## config.mk

```make
export PLATFORM = sky130hd
export DESIGN_NAME = vpr_coef
export DESIGN_NICKNAME = d
export VERILOG_FILES = /design/src/hdl/vpr_pkg.sv /design/src/hdl/vpr_coef.sv
export SDC_FILE = /design/constraint.sdc
export NUM_CORES = 2
export LEC_CHECK = 0
export ABC_CLOCK_PERIOD_IN_PS = 15950
export BUFFER_PORTS_ARGS = -buffer_cell sky130_fd_sc_hd__buf_2
export CORE_AREA = 10 10 344 346
export DETAILED_ROUTE_END_ITERATION = 10
export DIE_AREA = 0 0 354 356
export GPL_ROUTABILITY_DRIVEN = 0
export PLACE_DENSITY = 0.74
export SETUP_SLACK_MARGIN = 0.4
export SLEW_MARGIN = 20
export SYNTH_ARGS = -nofsm -noshare
export SYNTH_HDL_FRONTEND = slang
export SYNTH_SLANG_ARGS = --single-unit
export TNS_END_PERCENT = 30
```

## constraint.sdc

```tcl
create_clock -name clk -period 15.95 [get_ports clk]
set_input_delay 0.7975 -clock clk [delete_from_list [all_inputs] [get_ports clk]]
set_output_delay 0.7975 -clock clk [all_outputs]
set_load 0.005 [all_outputs]
```

## src/hdl/vpr_pkg.sv

```systemverilog
// Shared constants, types and plane decode for the 4D plane rotation unit.
package vpr_pkg;

  localparam int COORD_W   = 32;
  localparam int ANGLE_W   = 16;
  localparam int PLANE_W   = 3;
  localparam int CFG_IDX_W = 2;
  localparam int NUM_AXES  = 4;

  localparam int ANGLE_BITS_DEFAULT = 16;
  localparam int FRAC_BITS_DEFAULT  = 16;

  // sin/cos core runs in Q30
  localparam int Q      = 30;
  localparam int VAL_W  = 30;   // x, x^2 and products scaled back to Q30, all < 1.0
  localparam int TRIG_W = 31;   // Horner terms, up to exactly 1.0
  localparam logic [TRIG_W-1:0] Q_ONE       = TRIG_W'(1) << Q;
  localparam logic [TRIG_W-1:0] HALF_PI_Q30 = 31'd1686629713;

  // Horner divisors, innermost term first
  localparam int N_TERMS = 5;
  localparam int SIN_DIV [N_TERMS] = '{110, 72, 42, 20, 6};
  localparam int COS_DIV [N_TERMS] = '{90, 56, 30, 12, 2};

  localparam logic [COORD_W-1:0] COORD_MAX = {1'b0, {(COORD_W-1){1'b1}}};
  localparam logic [COORD_W-1:0] COORD_MIN = {1'b1, {(COORD_W-1){1'b0}}};

  // register map
  localparam logic [CFG_IDX_W-1:0] REG_CENTER_X = 2'd0;
  localparam logic [CFG_IDX_W-1:0] REG_CENTER_Y = 2'd1;
  localparam logic [CFG_IDX_W-1:0] REG_CENTER_Z = 2'd2;
  localparam logic [CFG_IDX_W-1:0] REG_CENTER_W = 2'd3;

  // plane codes
  localparam logic [PLANE_W-1:0] PLANE_XY = 3'd0;
  localparam logic [PLANE_W-1:0] PLANE_XZ = 3'd1;
  localparam logic [PLANE_W-1:0] PLANE_XW = 3'd2;
  localparam logic [PLANE_W-1:0] PLANE_YZ = 3'd3;
  localparam logic [PLANE_W-1:0] PLANE_YW = 3'd4;
  localparam logic [PLANE_W-1:0] PLANE_ZW = 3'd5;

  // axis codes, also the index into a point
  localparam logic [1:0] AXIS_X = 2'd0;
  localparam logic [1:0] AXIS_Y = 2'd1;
  localparam logic [1:0] AXIS_Z = 2'd2;
  localparam logic [1:0] AXIS_W = 2'd3;

  typedef logic [NUM_AXES-1:0][COORD_W-1:0] vpr_point_t;

  // point data that rides along the whole pipe
  typedef struct packed {
    vpr_point_t                pt;
    logic [PLANE_W-1:0]        plane;
    logic signed [COORD_W:0]   da;
    logic signed [COORD_W:0]   db;
  } vpr_carry_t;

  // word passed between the sin/cos cells
  typedef struct packed {
    vpr_carry_t         cry;
    logic [1:0]         quad;
    logic               swap;
    logic [VAL_W-1:0]   x;
    logic [VAL_W-1:0]   x2;
    logic [TRIG_W-1:0]  s;
    logic [TRIG_W-1:0]  c;
  } vpr_poly_t;

  function automatic logic [1:0] axis_lo(input logic [PLANE_W-1:0] pl);
    case (pl)
      PLANE_XY, PLANE_XZ, PLANE_XW: axis_lo = AXIS_X;
      PLANE_YZ, PLANE_YW:           axis_lo = AXIS_Y;
      PLANE_ZW:                     axis_lo = AXIS_Z;
      default:                      axis_lo = AXIS_X;
    endcase
  endfunction

  function automatic logic [1:0] axis_hi(input logic [PLANE_W-1:0] pl);
    case (pl)
      PLANE_XY:                     axis_hi = AXIS_Y;
      PLANE_XZ, PLANE_YZ:           axis_hi = AXIS_Z;
      PLANE_XW, PLANE_YW, PLANE_ZW: axis_hi = AXIS_W;
      default:                      axis_hi = AXIS_Y;
    endcase
  endfunction

  // planes whose rotation runs the other way
  function automatic logic plane_flip(input logic [PLANE_W-1:0] pl);
    case (pl)
      PLANE_XZ, PLANE_YW, PLANE_ZW: plane_flip = 1'b1;
      default:                      plane_flip = 1'b0;
    endcase
  endfunction

  function automatic logic plane_ok(input logic [PLANE_W-1:0] pl);
    plane_ok = (pl <= PLANE_ZW);
  endfunction

endpackage

```

## src/hdl/vpr_coef.sv

```systemverilog
// Turns the series results into signed sine and cosine coefficients in Q(FRAC_BITS).
module vpr_coef import vpr_pkg::*; #(
  parameter int FRAC_BITS = FRAC_BITS_DEFAULT
) (
  input  logic                         clk,
  input  logic                         rst,
  input  logic                         up_valid,
  output logic                         up_ready,
  input  vpr_poly_t                    up,
  output logic                         dn_valid,
  input  logic                         dn_ready,
  output vpr_carry_t                   dn_cry,
  output logic signed [FRAC_BITS+1:0]  dn_sn,
  output logic signed [FRAC_BITS+1:0]  dn_cs
);

  localparam int CW  = FRAC_BITS + 2;
  localparam int MW  = FRAC_BITS + 1;
  localparam int RSH = Q - FRAC_BITS;
  localparam logic [TRIG_W-1:0] RHALF = TRIG_W'(1) << (RSH - 1);

  logic [2:0] v;
  logic [2:0] en;

  assign en[2] = ~v[2] | dn_ready;
  assign en[1] = ~v[1] | en[2];
  assign en[0] = ~v[0] | en[1];
  assign up_ready = en[0];
  assign dn_valid = v[2];

  always_ff @(posedge clk) begin
    if (rst) begin
      v <= '0;
    end else begin
      if (en[0]) v[0] <= up_valid;
      if (en[1]) v[1] <= v[0];
      if (en[2]) v[2] <= v[1];
    end
  end

  // stage 0: sine = x * series
  logic [VAL_W+TRIG_W-1:0] psn;
  vpr_carry_t              cry0;
  logic [1:0]              quad0;
  logic                    swap0;
  logic [TRIG_W-1:0]       sn0;
  logic [TRIG_W-1:0]       cs0;

  assign psn = up.x * up.s;

  always_ff @(posedge clk) begin
    if (en[0]) begin
      cry0  <= up.cry;
      quad0 <= up.quad;
      swap0 <= up.swap;
      sn0   <= psn[Q +: TRIG_W];
      cs0   <= up.c;
    end
  end

  // stage 1: octant swap, quadrant select, round magnitudes
  logic              sel;
  logic [TRIG_W-1:0] so_mag;
  logic [TRIG_W-1:0] co_mag;
  logic [TRIG_W-1:0] so_rnd;
  logic [TRIG_W-1:0] co_rnd;
  vpr_carry_t        cry1;
  logic [MW-1:0]     smag1;
  logic [MW-1:0]     cmag1;
  logic              sneg1;
  logic              cneg1;

  assign sel    = swap0 ^ quad0[0];
  assign so_mag = sel ? cs0 : sn0;
  assign co_mag = sel ? sn0 : cs0;
  assign so_rnd = so_mag + RHALF;
  assign co_rnd = co_mag + RHALF;

  always_ff @(posedge clk) begin
    if (en[1]) begin
      cry1  <= cry0;
      smag1 <= so_rnd[RSH +: MW];
      cmag1 <= co_rnd[RSH +: MW];
      sneg1 <= quad0[1] ^ plane_flip(cry0.plane);
      cneg1 <= quad0[1] ^ quad0[0];
    end
  end

  // stage 2: apply signs
  logic signed [CW-1:0] sm;
  logic signed [CW-1:0] cm;

  assign sm = $signed({1'b0, smag1});
  assign cm = $signed({1'b0, cmag1});

  always_ff @(posedge clk) begin
    if (en[2]) begin
      dn_cry <= cry1;
      dn_sn  <= sneg1 ? -sm : sm;
      dn_cs  <= cneg1 ? -cm : cm;
    end
  end

endmodule

```

# == After elaboration in Yosys (flattened, before gate mapping) ==
# Index checks and enable logic that the tools add are counted.
# W data, S select, Z words.
# totals
ff_bits,731
input_bits,326
# classes
n_addsub,4
multipliers,1
eq_ne,3
mux,6
bitwise,9
reduce_logical,1
# op_table
op,count
$add A31 B14 Y31 const B,2
$mux W31,2
$mul A30 B31 Y61,1
$neg A17 Y18,2
$mux W17,2
$eq A3 B3 Y1 const B,2
$eq A3 B1 Y1 const B,1
$not A1 Y1,3
$or A1 B1 Y1,3
$reduce_or A3 Y1,1
$xor A1 B1 Y1,3
$mux W1,2

# == Longest topological paths before layout ==
# depth
ltp_word,5
depth_mapped,28

# == Worst setup path before layout ==
# No wires, ideal clock.
# synth_timing
kind,input -> register
start,in up[60] (netlist name)
end,"reg sn0[25], data pin"
arrival_time_ps,7142
slack_ps,8543
stages,25
cell_sequence,clkbuf_1 > nand2_1 > fa_1 > inv_1 > fa_1 > fa_1 > inv_1 > fa_1 > inv_1 > fa_1 > fa_1 > fa_1 > inv_1 > fa_1 > inv_1 > ha_1 > a21o_1 > a21o_1 > a21oi_1 > o22ai_1 > a211oi_1 > o41ai_4 > a41oi_1 > o21ai_0 > xor2_1
# synth_between
elab_chain_cells,1
# synth_lines
element,line_no,source
"start, declared",vpr_coef.sv:9,"input vpr_poly_t up,"
$mul A30 B31 Y61,vpr_coef.sv:49,assign psn = up.x * up.s;
named net psn[55],vpr_coef.sv:42,logic [VAL_W+TRIG_W-1:0] psn;
"end signal, assigned",vpr_coef.sv:56,sn0 <= psn[Q +: TRIG_W];
"end, declared",vpr_coef.sv:46,logic [TRIG_W-1:0] sn0;
# The timed path passes the listed nets, and every way through them passes these cells.
# A chain may end at the register's enable or synchronous reset.

# == Worst setup path after layout ==
# layout_timing
start,in up[37] (netlist name)
end,"reg sn0[25], data pin"
# The elaborated chain is that of the path after synthesis.

==> out/metrics.yaml <==
yosys:
  synth_area_um2: 53000
  syn_avg_cell_area_um2: 12.3
  synth_top_cell_area_share: 0.398
  synthTopCellsByArea: "edfxtp_1, fa_1, and2_1"
  ys_ff_latch: 705
  ys_async_sr_fraction: 0
  yosysMostFrequentCell: "inv_1"
  synth-main-ff-cell: "edfxtp_1"
  yosysUniqueCellTypes: 68
  yosys-top-cells-count: "inv_1, fa_1, edfxtp_1"
  synthesis.nets: 5693
  synthCells: 4310
  synth_top_cell_by_area: "edfxtp_1"
  ys_seq_area_frac: 0.399
  yosysWarnings: 0
  synth_edf_count: 702
clocking:
  cts_hold_buf: 0
  cts_tree: "done"
  cts_resized: 0
  root_buffer: "clkbuf_16"
  clkTransAtPathRegs_ns: 0.07
  clock_path_buffers: 3
  cts-buffers-inserted: 58
  post_cts_buffers: 0
  insertion_delay_ns: 0.63
  cts_sinks: 705
  cts_max_level: 2
run_status:
  outcome: "completed"
floorplan:
  die_h_um: 356
  die_w_um: 354
  core_um2: 112000
  dieArea_um2: 126000
  start_util: 0.475
  io_pins: 561
  rows: 123
worst_hold_path:
  hold-path-cell-count: 1
  min_to: "cry0[93]"
  min_path_type: "in2reg"
  min_from: "up[218]"
drt:
  routed_wirelength_um: 136000
  wire_per_inst_um: 21.7
  drtIter0Drc: 2434
  viasPerCell: 5.25
  num_vias: 32964
  route.detailed.drc: 0
  dr.pass1.iters: 5
  detail-route-antenna-nets: 0
setup_path:
  cp-start-kind: "input port"
  r2r-start: "v[2]"
  criticalPathCategory: "in2reg"
  r2r_end: "cry1[143]"
  crit_fanout: 30
  critical_path_arrival_ns: 8.82
  worstRegToRegCells: 5
  cp-end-kind: "flip-flop"
  critPathRequiredTime_ns: 16.31
  reg2reg_slack_ns: 12.43
final_layout:
  layout.nets: 6092
  syn_to_final_growth_pct: 11.1
  drive_gt1_frac: 0.138
global_routing:
  grt_pass1_wl_um: 208000
  grt_antenna_before_repair: 51
  grt_pass1_vias: 35135
  grt.overflow.total: 0
  grt_usage: 0.215
  grt_max_degree: 171
timing:
  slew_headroom: 0.315
  period_share: 0.531
  slew_violations: 0
  finalSetupViolations: 0
  rsz0062_at_grt: "false"
  hold_viol_final: 0
  fin_crit_ns: 8.46
  clock.fmax_mhz: 118
  tightest_slew_ns: 1.03
  finalSetupTns_ns: 0
  clock_skew_ns: 0.0748
placed_design:
  io_buffers: 517
  dp_hpwl_um: 98200
flow_run:
  maxCapViolations: 0
registers in the layout, summed over array words and instances (netlist names), 2 cells and up:
register,count
cry0,197
smag1,17
cs0,18
cry1,197
sn0,18
v,3
quad0,2
dn_sn,18
dn_cs,18
dn_cry,197
cmag1,17
worst max-delay path: stages:
cell      delay, ns
buf_2          0.70
nand2_1        0.20
fa_1           0.55
inv_1          0.06
fa_1           0.50
inv_1          0.06
fa_1           0.55
inv_1          0.06
fa_1           0.48
fa_1           0.52
fa_1           0.45
fa_1           0.55
inv_1          0.06
fa_1           0.49
inv_1          0.05
ha_1           0.31
a21o_1         0.19
a21o_1         0.21
a21oi_1        0.20
o22ai_1        0.12
a211oi_1       0.64
o41ai_4        0.36
a41oi_1        0.39
o21ai_0        0.15
xor2_1         0.15
metrics by stage:
| stage | setup WS (ns) | cells | hold slack, ns | cell area, um^2 | utilization |
|---|---|---|---|---|---|
| after CTS | 7.58 | 6254 | 0.290 | 58800 | 0.527 |
| after detailed placement | 6.90 | 6149 | 0.405 | 56900 | 0.510 |
| final | 7.49 | 6279 | 0.332 | 58900 | 0.528 |
| after global routing | 7.33 | 6271 | 0.300 | 58800 | 0.527 |
| after global placement | 6.95 | 6149 | 0.400 | 56900 | 0.510 |
| after floorplan | 8.54 | 4310 | 0.400 | 53000 | - |
cells by family after synthesis:
family	synth area share
muxes	0.00657
buffers and inverters	0.0746
DFF	0.399
xor gates and xnor gates	0.0157
adders and majority gates	0.364
and+or+nand+nor	0.112
AOI/OAI and AO/OA	0.0278
final cells by class:
cell class | instances | area [um^2]
Multi-Input combinational cell | 2556 | 27900
Clock buffer | 71 | 1520
Fill cell | 9413 | 52700
Inverter | 850 | 3210
Sequential cell | 705 | 21100
Timing Repair Buffer | 538 | 2760
Clock inverter | 34 | 400
Antenna cell | 25 | 62.6
Tap cell | 1500 | 1880
worst max-delay path by stage:
stage          startpoint       to  slack [ns]  cells after the start
2_1_floorplan      up[60]  sn0[25]        8.54                     25
3_3_place_gp       up[47]  sn0[25]        6.95                     24
3_5_place_dp       up[48]  sn0[25]        6.90                     24
6_report           up[37]  sn0[25]        7.49                     25
5_1_grt            up[37]  sn0[25]        7.33                     25
4_1_cts            up[48]  sn0[25]        7.58                     24
routing by layer:
metal / share of wire / GRT usage / wire [um] / up-vias
met3: 0.099 / 0.0468 / 13500 / 392
li1: - / - / - / 14182
met1: 0.38 / 0.271 / 51300 / 16617
met2: 0.48 / 0.362 / 65200 / 1767
met4: 0.043 / 0.0855 / 5850 / 6
met5: 0.00030 / 0 / 41 / -
cells in the final DEF (no fill, tap or decap), types with 4 or more instances in the layout:
cell       Yosys  routed
bufinv_16      0       5
inv_1        850     848
o211ai_1       4       4
nor3_1         7       7
nand3_1       25      25
mux2_2         6       6
xor2_1        37      37
clkinv_1       0       5
and2_1       550     550
clkbuf_16      0      58
ha_1         250     250
nand2_1      458     457
buf_4          2      20
o31ai_1        9       9
a21o_1        45      45
nand2b_1       7       7
clkbuf_1     191      11
a21oi_1       59      59
nor2_1        48      48
a211oi_1       7       7
mux2i_1       28      28
xnor2_1       56      56
or3_1         11      11
edfxtp_1     702     702
o21bai_1       5       5
nand4_1       12      12
nor2b_1        8       8
buf_2          4     517
clkinv_2       0      13
a31oi_1        9       9
fa_1         807     807
o21ai_0       41      41
diode_2        0      25
o21a_1         7       7
and3_1        10      10
Power is left out: the tool's default activity adds up to more than one toggle a clock period on the data nets, which glitch-free logic cannot reach.
