[src/hdl/vpr_pkg.sv]
// Shared constants, types and plane decode for the 4D plane rotation unit.
package vpr_pkg;

  localparam int COORD_W   = 32;
  localparam int ANGLE_W   = 16;
  localparam int PLANE_W   = 3;
  localparam int CFG_IDX_W = 2;
  localparam int NUM_AXES  = 4;

  localparam int ANGLE_BITS_DEFAULT = 16;
  localparam int FRAC_BITS_DEFAULT  = 16;

  // sin/cos core runs in Q30
  localparam int Q      = 30;
  localparam int VAL_W  = 30;   // x, x^2 and products scaled back to Q30, all < 1.0
  localparam int TRIG_W = 31;   // Horner terms, up to exactly 1.0
  localparam logic [TRIG_W-1:0] Q_ONE       = TRIG_W'(1) << Q;
  localparam logic [TRIG_W-1:0] HALF_PI_Q30 = 31'd1686629713;

  // Horner divisors, innermost term first
  localparam int N_TERMS = 5;
  localparam int SIN_DIV [N_TERMS] = '{110, 72, 42, 20, 6};
  localparam int COS_DIV [N_TERMS] = '{90, 56, 30, 12, 2};

  localparam logic [COORD_W-1:0] COORD_MAX = {1'b0, {(COORD_W-1){1'b1}}};
  localparam logic [COORD_W-1:0] COORD_MIN = {1'b1, {(COORD_W-1){1'b0}}};

  // register map
  localparam logic [CFG_IDX_W-1:0] REG_CENTER_X = 2'd0;
  localparam logic [CFG_IDX_W-1:0] REG_CENTER_Y = 2'd1;
  localparam logic [CFG_IDX_W-1:0] REG_CENTER_Z = 2'd2;
  localparam logic [CFG_IDX_W-1:0] REG_CENTER_W = 2'd3;

  // plane codes
  localparam logic [PLANE_W-1:0] PLANE_XY = 3'd0;
  localparam logic [PLANE_W-1:0] PLANE_XZ = 3'd1;
  localparam logic [PLANE_W-1:0] PLANE_XW = 3'd2;
  localparam logic [PLANE_W-1:0] PLANE_YZ = 3'd3;
  localparam logic [PLANE_W-1:0] PLANE_YW = 3'd4;
  localparam logic [PLANE_W-1:0] PLANE_ZW = 3'd5;

  // axis codes, also the index into a point
  localparam logic [1:0] AXIS_X = 2'd0;
  localparam logic [1:0] AXIS_Y = 2'd1;
  localparam logic [1:0] AXIS_Z = 2'd2;
  localparam logic [1:0] AXIS_W = 2'd3;

  typedef logic [NUM_AXES-1:0][COORD_W-1:0] vpr_point_t;

  // point data that rides along the whole pipe
  typedef struct packed {
    vpr_point_t                pt;
    logic [PLANE_W-1:0]        plane;
    logic signed [COORD_W:0]   da;
    logic signed [COORD_W:0]   db;
  } vpr_carry_t;

  // word passed between the sin/cos cells
  typedef struct packed {
    vpr_carry_t         cry;
    logic [1:0]         quad;
    logic               swap;
    logic [VAL_W-1:0]   x;
    logic [VAL_W-1:0]   x2;
    logic [TRIG_W-1:0]  s;
    logic [TRIG_W-1:0]  c;
  } vpr_poly_t;

  function automatic logic [1:0] axis_lo(input logic [PLANE_W-1:0] pl);
    case (pl)
      PLANE_XY, PLANE_XZ, PLANE_XW: axis_lo = AXIS_X;
      PLANE_YZ, PLANE_YW:           axis_lo = AXIS_Y;
      PLANE_ZW:                     axis_lo = AXIS_Z;
      default:                      axis_lo = AXIS_X;
    endcase
  endfunction

  function automatic logic [1:0] axis_hi(input logic [PLANE_W-1:0] pl);
    case (pl)
      PLANE_XY:                     axis_hi = AXIS_Y;
      PLANE_XZ, PLANE_YZ:           axis_hi = AXIS_Z;
      PLANE_XW, PLANE_YW, PLANE_ZW: axis_hi = AXIS_W;
      default:                      axis_hi = AXIS_Y;
    endcase
  endfunction

  // planes whose rotation runs the other way
  function automatic logic plane_flip(input logic [PLANE_W-1:0] pl);
    case (pl)
      PLANE_XZ, PLANE_YW, PLANE_ZW: plane_flip = 1'b1;
      default:                      plane_flip = 1'b0;
    endcase
  endfunction

  function automatic logic plane_ok(input logic [PLANE_W-1:0] pl);
    plane_ok = (pl <= PLANE_ZW);
  endfunction

endpackage

[src/hdl/vpr_front.sv]
// Front stages: angle to octant and radians, x^2, and offsets from the center.
module vpr_front import vpr_pkg::*; #(
  parameter int ANGLE_BITS = ANGLE_BITS_DEFAULT
) (
  input  logic                 clk,
  input  logic                 rst,
  input  vpr_point_t           center,
  input  logic                 up_valid,
  output logic                 up_ready,
  input  vpr_point_t           pt,
  input  logic [ANGLE_W-1:0]   angle,
  input  logic [PLANE_W-1:0]   plane,
  output logic                 dn_valid,
  input  logic                 dn_ready,
  output vpr_poly_t            dn
);

  localparam logic [COORD_W-1:0] ANG_MASK = COORD_W'((64'd1 << ANGLE_BITS) - 64'd1);
  localparam int TURN_SHIFT = COORD_W - ANGLE_BITS;

  logic [2:0] v;
  logic [2:0] en;

  assign en[2] = ~v[2] | dn_ready;
  assign en[1] = ~v[1] | en[2];
  assign en[0] = ~v[0] | en[1];
  assign up_ready = en[0];
  assign dn_valid = v[2];

  always_ff @(posedge clk) begin
    if (rst) begin
      v <= '0;
    end else begin
      if (en[0]) v[0] <= up_valid;
      if (en[1]) v[1] <= v[0];
      if (en[2]) v[2] <= v[1];
    end
  end

  // stage 0: fold the turn into [0, 1/8] of a circle
  logic [COORD_W-1:0]   turn;
  logic [VAL_W-1:0]     r;
  logic [TRIG_W-1:0]    r_mirror;
  logic [1:0]           lo;
  logic [1:0]           hi;
  vpr_carry_t           cry_n;

  assign turn     = (COORD_W'(angle) & ANG_MASK) << TURN_SHIFT;
  assign r        = turn[VAL_W-1:0];
  assign r_mirror = Q_ONE - TRIG_W'(r);
  assign lo       = axis_lo(plane);
  assign hi       = axis_hi(plane);

  always_comb begin
    cry_n.pt    = pt;
    cry_n.plane = plane;
    cry_n.da    = $signed({pt[lo][COORD_W-1], pt[lo]})
                - $signed({center[lo][COORD_W-1], center[lo]});
    cry_n.db    = $signed({pt[hi][COORD_W-1], pt[hi]})
                - $signed({center[hi][COORD_W-1], center[hi]});
  end

  vpr_carry_t           cry0;
  logic [1:0]           quad0;
  logic                 swap0;
  logic [VAL_W-1:0]     f0;

  always_ff @(posedge clk) begin
    if (en[0]) begin
      cry0  <= cry_n;
      quad0 <= turn[COORD_W-1:COORD_W-2];
      swap0 <= r[VAL_W-1];
      f0    <= r[VAL_W-1] ? r_mirror[VAL_W-1:0] : r;
    end
  end

  // stage 1: x = f * pi/2 in Q30
  logic [VAL_W+TRIG_W-1:0] px;
  vpr_carry_t              cry1;
  logic [1:0]              quad1;
  logic                    swap1;
  logic [VAL_W-1:0]        x1;

  assign px = f0 * HALF_PI_Q30;

  always_ff @(posedge clk) begin
    if (en[1]) begin
      cry1  <= cry0;
      quad1 <= quad0;
      swap1 <= swap0;
      x1    <= px[Q +: VAL_W];
    end
  end

  // stage 2: x^2
  logic [2*VAL_W-1:0] pxx;

  assign pxx = x1 * x1;

  always_ff @(posedge clk) begin
    if (en[2]) begin
      dn.cry  <= cry1;
      dn.quad <= quad1;
      dn.swap <= swap1;
      dn.x    <= x1;
      dn.x2   <= pxx[Q +: VAL_W];
      dn.s    <= Q_ONE;
      dn.c    <= Q_ONE;
    end
  end

endmodule

[config.mk]
export PLATFORM = sky130hd
export DESIGN_NAME = vpr_front
export DESIGN_NICKNAME = d
export VERILOG_FILES = /design/src/hdl/vpr_pkg.sv /design/src/hdl/vpr_front.sv
export SDC_FILE = /design/constraint.sdc
export NUM_CORES = 2
export LEC_CHECK = 0
export BUFFER_PORTS_ARGS = -buffer_cell sky130_fd_sc_hd__buf_4
export CAP_MARGIN = 10
export CELL_PAD_IN_SITES_DETAIL_PLACEMENT = 0
export CELL_PAD_IN_SITES_GLOBAL_PLACEMENT = 1
export CORE_MARGIN = 3
export CORE_UTILIZATION = 45
export DETAILED_ROUTE_END_ITERATION = 8
export PLACE_DENSITY_LB_ADDON = 0.1
export SYNTH_ARGS = -nofsm -noshare
export SYNTH_HDL_FRONTEND = slang
export SYNTH_SLANG_ARGS = --single-unit
[constraint.sdc]
create_clock -name clk -period 8.2 [get_ports clk]
set_clock_uncertainty 0.1 [all_clocks]
set_input_delay 0.41 -clock clk [delete_from_list [all_inputs] [get_ports clk]]
set_output_delay 0.41 -clock clk [all_outputs]
set_load 0.1 [all_outputs]
; Word level (Yosys, flattened, before mapping)
; Cells that the tools add are included.
[word_totals]
out_inout_bits = 324
regBits = 723
word_cells = 67
input_bits = 279
[classes]
mux = 11
n_reduce_logical = 3
n_mul = 2
magnitude_cmp = 2
eq_ne = 5
n_bitwise = 6
add_sub_neg = 3
[ops]
columns = cell, count
row1 = binary-select mux 32 bit (select 2 bit), 4
row2 = 2-to-1 mux 32 bit, 4
row3 = subtractor 32 x 32 -> 33 bit, 2
row4 = multiplier 30 x 30 -> 60 bit, 1
row5 = multiplier 30 x 31 -> 60 bit (second input constant), 1
row6 = subtractor 1 x 30 -> 30 bit (first input constant), 1
row7 = 2-to-1 mux 29 bit, 1
row8 = case mux 2 bit (2 select lines), 2
row9 = equality test 3 x 2 -> 1 bit (second input constant), 2
row10 = equality test 3 bit (second input constant), 2
row11 = less-than comparator 2 x 3 -> 1 bit (second input constant), 2
row12 = OR reduction 2 bit, 2
row13 = equality test 3 x 1 -> 1 bit (second input constant), 1
row14 = inverter 1 bit, 3
row15 = bitwise OR 1 bit, 3
row16 = OR reduction 3 bit, 1

; Depth between registers and ports, before layout
[depth]
ltp_word = 6
depth_mapped = 29
mapped_depth_nobuf = 28

; Least setup slack after synthesis
; Ideal clock, no wire load.
[synth_path]
path_kind = register -> register
from = reg x1[11]
to = reg dn[82] (netlist bit) (data pin)
synth_period_minus_slack_ps = 7642
stages_incl_launch_ff = 26
slack_ps = 558
path_buffers = 2
t_arrival_ps = 7287
setup_time_ps = 255
t_required_ps = 7845
path_cell_list = edfxtp_1 > clkbuf_1 > clkbuf_1 > nand2_1 > fa_1 > inv_1 > fa_1 > inv_1 > fa_1 > fa_1 > inv_1 > fa_1 > fa_1 > fa_1 > fa_1 > ha_1 > a21o_1 > a21o_1 > a21o_1 > or3_1 > a311oi_1 > or3_4 > a211oi_2 > o21ai_1 > o41ai_2 > a31o_1
[synth_via]
elab_chain_len = 1
[synth_rtl]
columns = element, line_no
row1 = "start, declared", vpr_front.sv:82  ; logic [VAL_W-1:0] x1;
row2 = "start signal, assigned", vpr_front.sv:91  ; x1 <= px[Q +: VAL_W];
row3 = multiplier 30 x 30 -> 60 bit, vpr_front.sv:98  ; assign pxx = x1 * x1;
row4 = net pxx[50], vpr_front.sv:96  ; logic [2*VAL_W-1:0] pxx;
row5 = "end, declared", vpr_front.sv:15  ; output vpr_poly_t dn
; The timed path passes the listed nets, and every way through them passes these cells.
; A chain may end at the register's enable or synchronous reset.

; Worst setup path in the final report
[layout_path]
from = reg x1[3]
to = reg dn[84] (netlist bit) (data pin)
; The elaborated chain is that of the path after synthesis.

==> flow_metrics.env <==
export IMPL_synth_main_ff_cell="edfxtp_1"
export IMPL_required_ns=8.50
export IMPL_yosysSeqAreaShare=0.3501
export IMPL_num_rows=133
export IMPL_drtIter0Drc=3000
export IMPL_ys_top_cells_by_area="edfxtp_1 35%, fa_1 27%, ha_1 12%"
export IMPL_cp_num_buf_inv=6
export IMPL_vias=40511
export IMPL_drive_above_1_share=0.1409
export IMPL_die_h_um=372.9
export IMPL_insertion_delay_ns=0.70
export IMPL_antenna_found_initial=14
export IMPL_clock_sinks=707
export IMPL_finalCriticalPeriod_ns=7.936
export IMPL_critPathTopFamily="adder cells"
export IMPL_path_class="register to register"
export IMPL_max_clock_freq_mhz=126.0
export IMPL_die_area_um2=139000
export IMPL_avgSynthCellArea_um2=11.62
export IMPL_cts_root_buffer="clkbuf_16"
export IMPL_wl_met1_um=74780
export IMPL_routed_wl_um=179200
export IMPL_num_io_pins=603
export IMPL_holdPathStages=1
export IMPL_place_gp_congestion=0.9125
export IMPL_clock_path_buffers=3
export IMPL_synth_seq_cells=707
export IMPL_h_tree_depth=3
export IMPL_grt_pass1_vias=42774
export IMPL_finalHoldViolCount=0
export IMPL_min_path_type="input port to register"
export IMPL_core_um2=132600
export IMPL_r2r_slack_ns=0.26
export IMPL_synth_largest_area_cell="edfxtp_1"
export IMPL_drc=0
export IMPL_grt_start_max_net_pins=156
export IMPL_finalCritPeriodShare=0.9678
export IMPL_setup_viol=0
export IMPL_ys_async_sr_fraction=0
export IMPL_max_slew_margin=0.1903
export IMPL_stdcell_area_um2=71400
export IMPL_initial_core_util=0.4566
export IMPL_worstRegToRegCells=25
export IMPL_crit_path_max_fanout=4
export IMPL_dp_hpwl_um=141700
export IMPL_grtUsageTotal=0.2597
export IMPL_r2r_end="dn[84]"
export IMPL_clkSlewWorstSetupHoldPaths_ns=0.06
export IMPL_via_per_inst=5.216
export IMPL_netlist_instances=5211
export IMPL_grt_pass1_wl_um=269600
export IMPL_ys_warn_count=0
export IMPL_wl_per_cell_um=23.07
export IMPL_layout_nets=7599
export IMPL_wl_met2_um=85610
export IMPL_slew_violations=0
export IMPL_place_area_um2=67160
export IMPL_dr_wl_met3_um=13740
export IMPL_tightestPinTransition_ns=1.199
export IMPL_end_kind="register"
export IMPL_syn_to_final_growth_pct=17.90
export IMPL_path_common_cell="fa_1"
export IMPL_port_buffers=540
export IMPL_arrival_ns=8.23
export IMPL_slowest_delay_ns=0.53
export IMPL_ant_nets=0
export IMPL_min_from="plane[2]"
export IMPL_highest_signal_layer="met5"
export IMPL_cts_inserted_buffers=82
export IMPL_cts_tree="yes"
export IMPL_synthDominantCellAreaShare=0.3491
export IMPL_startpoint_type="register"
export IMPL_dieWidth_um=372.9
export IMPL_ys_types=87
export IMPL_synth_edf_count=704
export IMPL_grt_overflow_total=0
export IMPL_critical_path_reg2reg_startpoint="x1[3]"
export IMPL_netlist_area_um2=60560
export IMPL_min_to="cry0[68]"
export IMPL_rsz0062_at_grt="true"
export IMPL_status="completed"
export IMPL_max_cap_viol_count=0
export IMPL_critical_path_slowest_cell="fa_1"
export IMPL_first_pass_iters=8
-- cells by family after synthesis --
group                    Yosys count  synth area share
multiplexers                      70           0.01159
AO/OA/AOI/OAI                    670           0.07322
flip-flops                       707            0.3501
other                              2         0.0001240
buffers and inverters           1315           0.08545
XOR/XNOR                         139           0.02010
AND/OR/NAND/NOR                  927           0.07198
adder cells (fa/ha/maj)         1381            0.3875
-- cell usage after synthesis, types with 3 or more instances --
cell and n:
a2111o_1 3, a211o_1 6, a211oi_1 8, a21boi_0 3
a21o_1 71, a21oi_1 179, a221oi_1 6, a31o_2 5
a31oi_1 10, and2_1 179, and3_1 20, and4_1 5
buf_1 15, buf_4 63, clkbuf_1 153, dfxtp_1 3
edfxtp_1 704, fa_1 824, ha_1 557, inv_1 1080
mux2i_1 69, nand2_1 418, nand2b_1 23, nand3_1 22
nand3b_1 4, nand4_1 18, nor2_1 152, nor2b_1 28
nor3_1 27, o211ai_1 5, o21a_1 22, o21ai_0 89
o21ai_1 6, o21bai_1 14, o22ai_1 131, o311ai_0 31
o311ai_1 3, o31ai_1 36, or2_2 11, or3_1 9
or4_1 3, xnor2_1 92, xor2_1 47
-- registers in the layout, indices dropped and copies added (netlist names) --
register and cells:
dn 260, cry0 197, cry1 197, x1 30, f0 14, v 3
quad0 2, quad1 2, swap0 1, swap1 1
-- final cells by class --
type                       count  area [µm²]
antenna                        7       17.52
clock buffer                  96        2126
clock inverter                53       515.5
fill                       11636       61230
inverter                    1082        4080
multi-input combinational   3249       34510
sequential                   707       21200
tap                         1755        2196
timing repair buffer         817        6755
-- what timing repair did --
item                                   in CTS  in global routing
pin swaps                                   0                  1
gates resized for setup                     0                 17
setup endpoints to repair                   1                  8
buffers inserted                            1                  2
hold buffers                              149                  0
endpoints found under the hold margin     149                  0
-- cell usage in the layout (no fill, tap or decap), types with 22 or more instances in the layout --
| cell | instances |
|---|---|
| inv_1 | 1076 |
| fa_1 | 824 |
| edfxtp_1 | 704 |
| buf_4 | 646 |
| ha_1 | 555 |
| nand2_1 | 416 |
| a21oi_1 | 179 |
| and2_1 | 178 |
| dlygate4sd3_1 | 149 |
| nor2_1 | 147 |
| o22ai_1 | 130 |
| xnor2_1 | 92 |
| o21ai_0 | 89 |
| clkbuf_16 | 83 |
| a21o_1 | 71 |
| mux2i_1 | 69 |
| conb_1 | 62 |
| xor2_1 | 47 |
| o31ai_1 | 36 |
| o311ai_0 | 30 |
| nor2b_1 | 28 |
| nor3_1 | 27 |
| nand3_1 | 22 |
| o21a_1 | 22 |
-- worst register-to-register path, stage by stage, from the launching register on --
cell,delay [ns]
edfxtp_1,0.44
inv_1,0.22
buf_4,0.23
nor2_1,0.24
fa_1,0.48
fa_1,0.49
fa_1,0.52
inv_1,0.05
fa_1,0.47
inv_1,0.06
fa_1,0.50
inv_1,0.05
fa_1,0.53
inv_1,0.05
fa_1,0.49
fa_1,0.41
ha_1,0.32
nand2_1,0.11
or4_4,0.44
o2bb2ai_4,0.17
a311oi_2,0.12
or3_4,0.42
a21oi_4,0.19
a31oi_4,0.12
o311ai_2,0.30
xor2_1,0.11
-- worst max path at each step --
| stage | startpoint | endpoint | slack, ns | cells after the start |
|---|---|---|---|---|
| after global placement | x1[23] | dn[82] | 0.1 | 22 |
| after detailed placement | x1[18] | dn[91] | 0.02 | 26 |
| after global routing | x1[15] | dn[91] | -0.03 | 24 |
| after floorplan | x1[11] | dn[82] | 0.56 | 25 |
| final | x1[3] | dn[84] | 0.26 | 25 |
| after CTS | x1[3] | dn[91] | 0.03 | 26 |
-- per-layer routing --
metal / global-route usage / vias up
li1: - / 18417
met1: 0.3462 / 20506
met2: 0.4276 / 1374
met3: 0.05800 / 210
met4: 0.07429 / 4
met5: 0 / -
-- metrics by stage --
stage / utilization / TNS (ns) / std cells / hold WS, ns / worst slack, ns
after detailed placement: 0.5064 / 0 / 7458 / 0.3045 / 0.02289
after global placement: 0.5064 / 0 / 7458 / 0.3005 / 0.09707
final: 0.5384 / 0 / 7766 / 0.1217 / 0.2642
after CTS: 0.5376 / 0 / 7757 / 0.05818 / 0.02887
after floorplan: - / 0 / 5271 / 0.3003 / 0.5580
after global routing: 0.5383 / -0.03256 / 7762 / 0.1078 / -0.03256
Power is not shown: default switching activity piles up to over one toggle a cycle in this logic, so the estimate is an artifact.
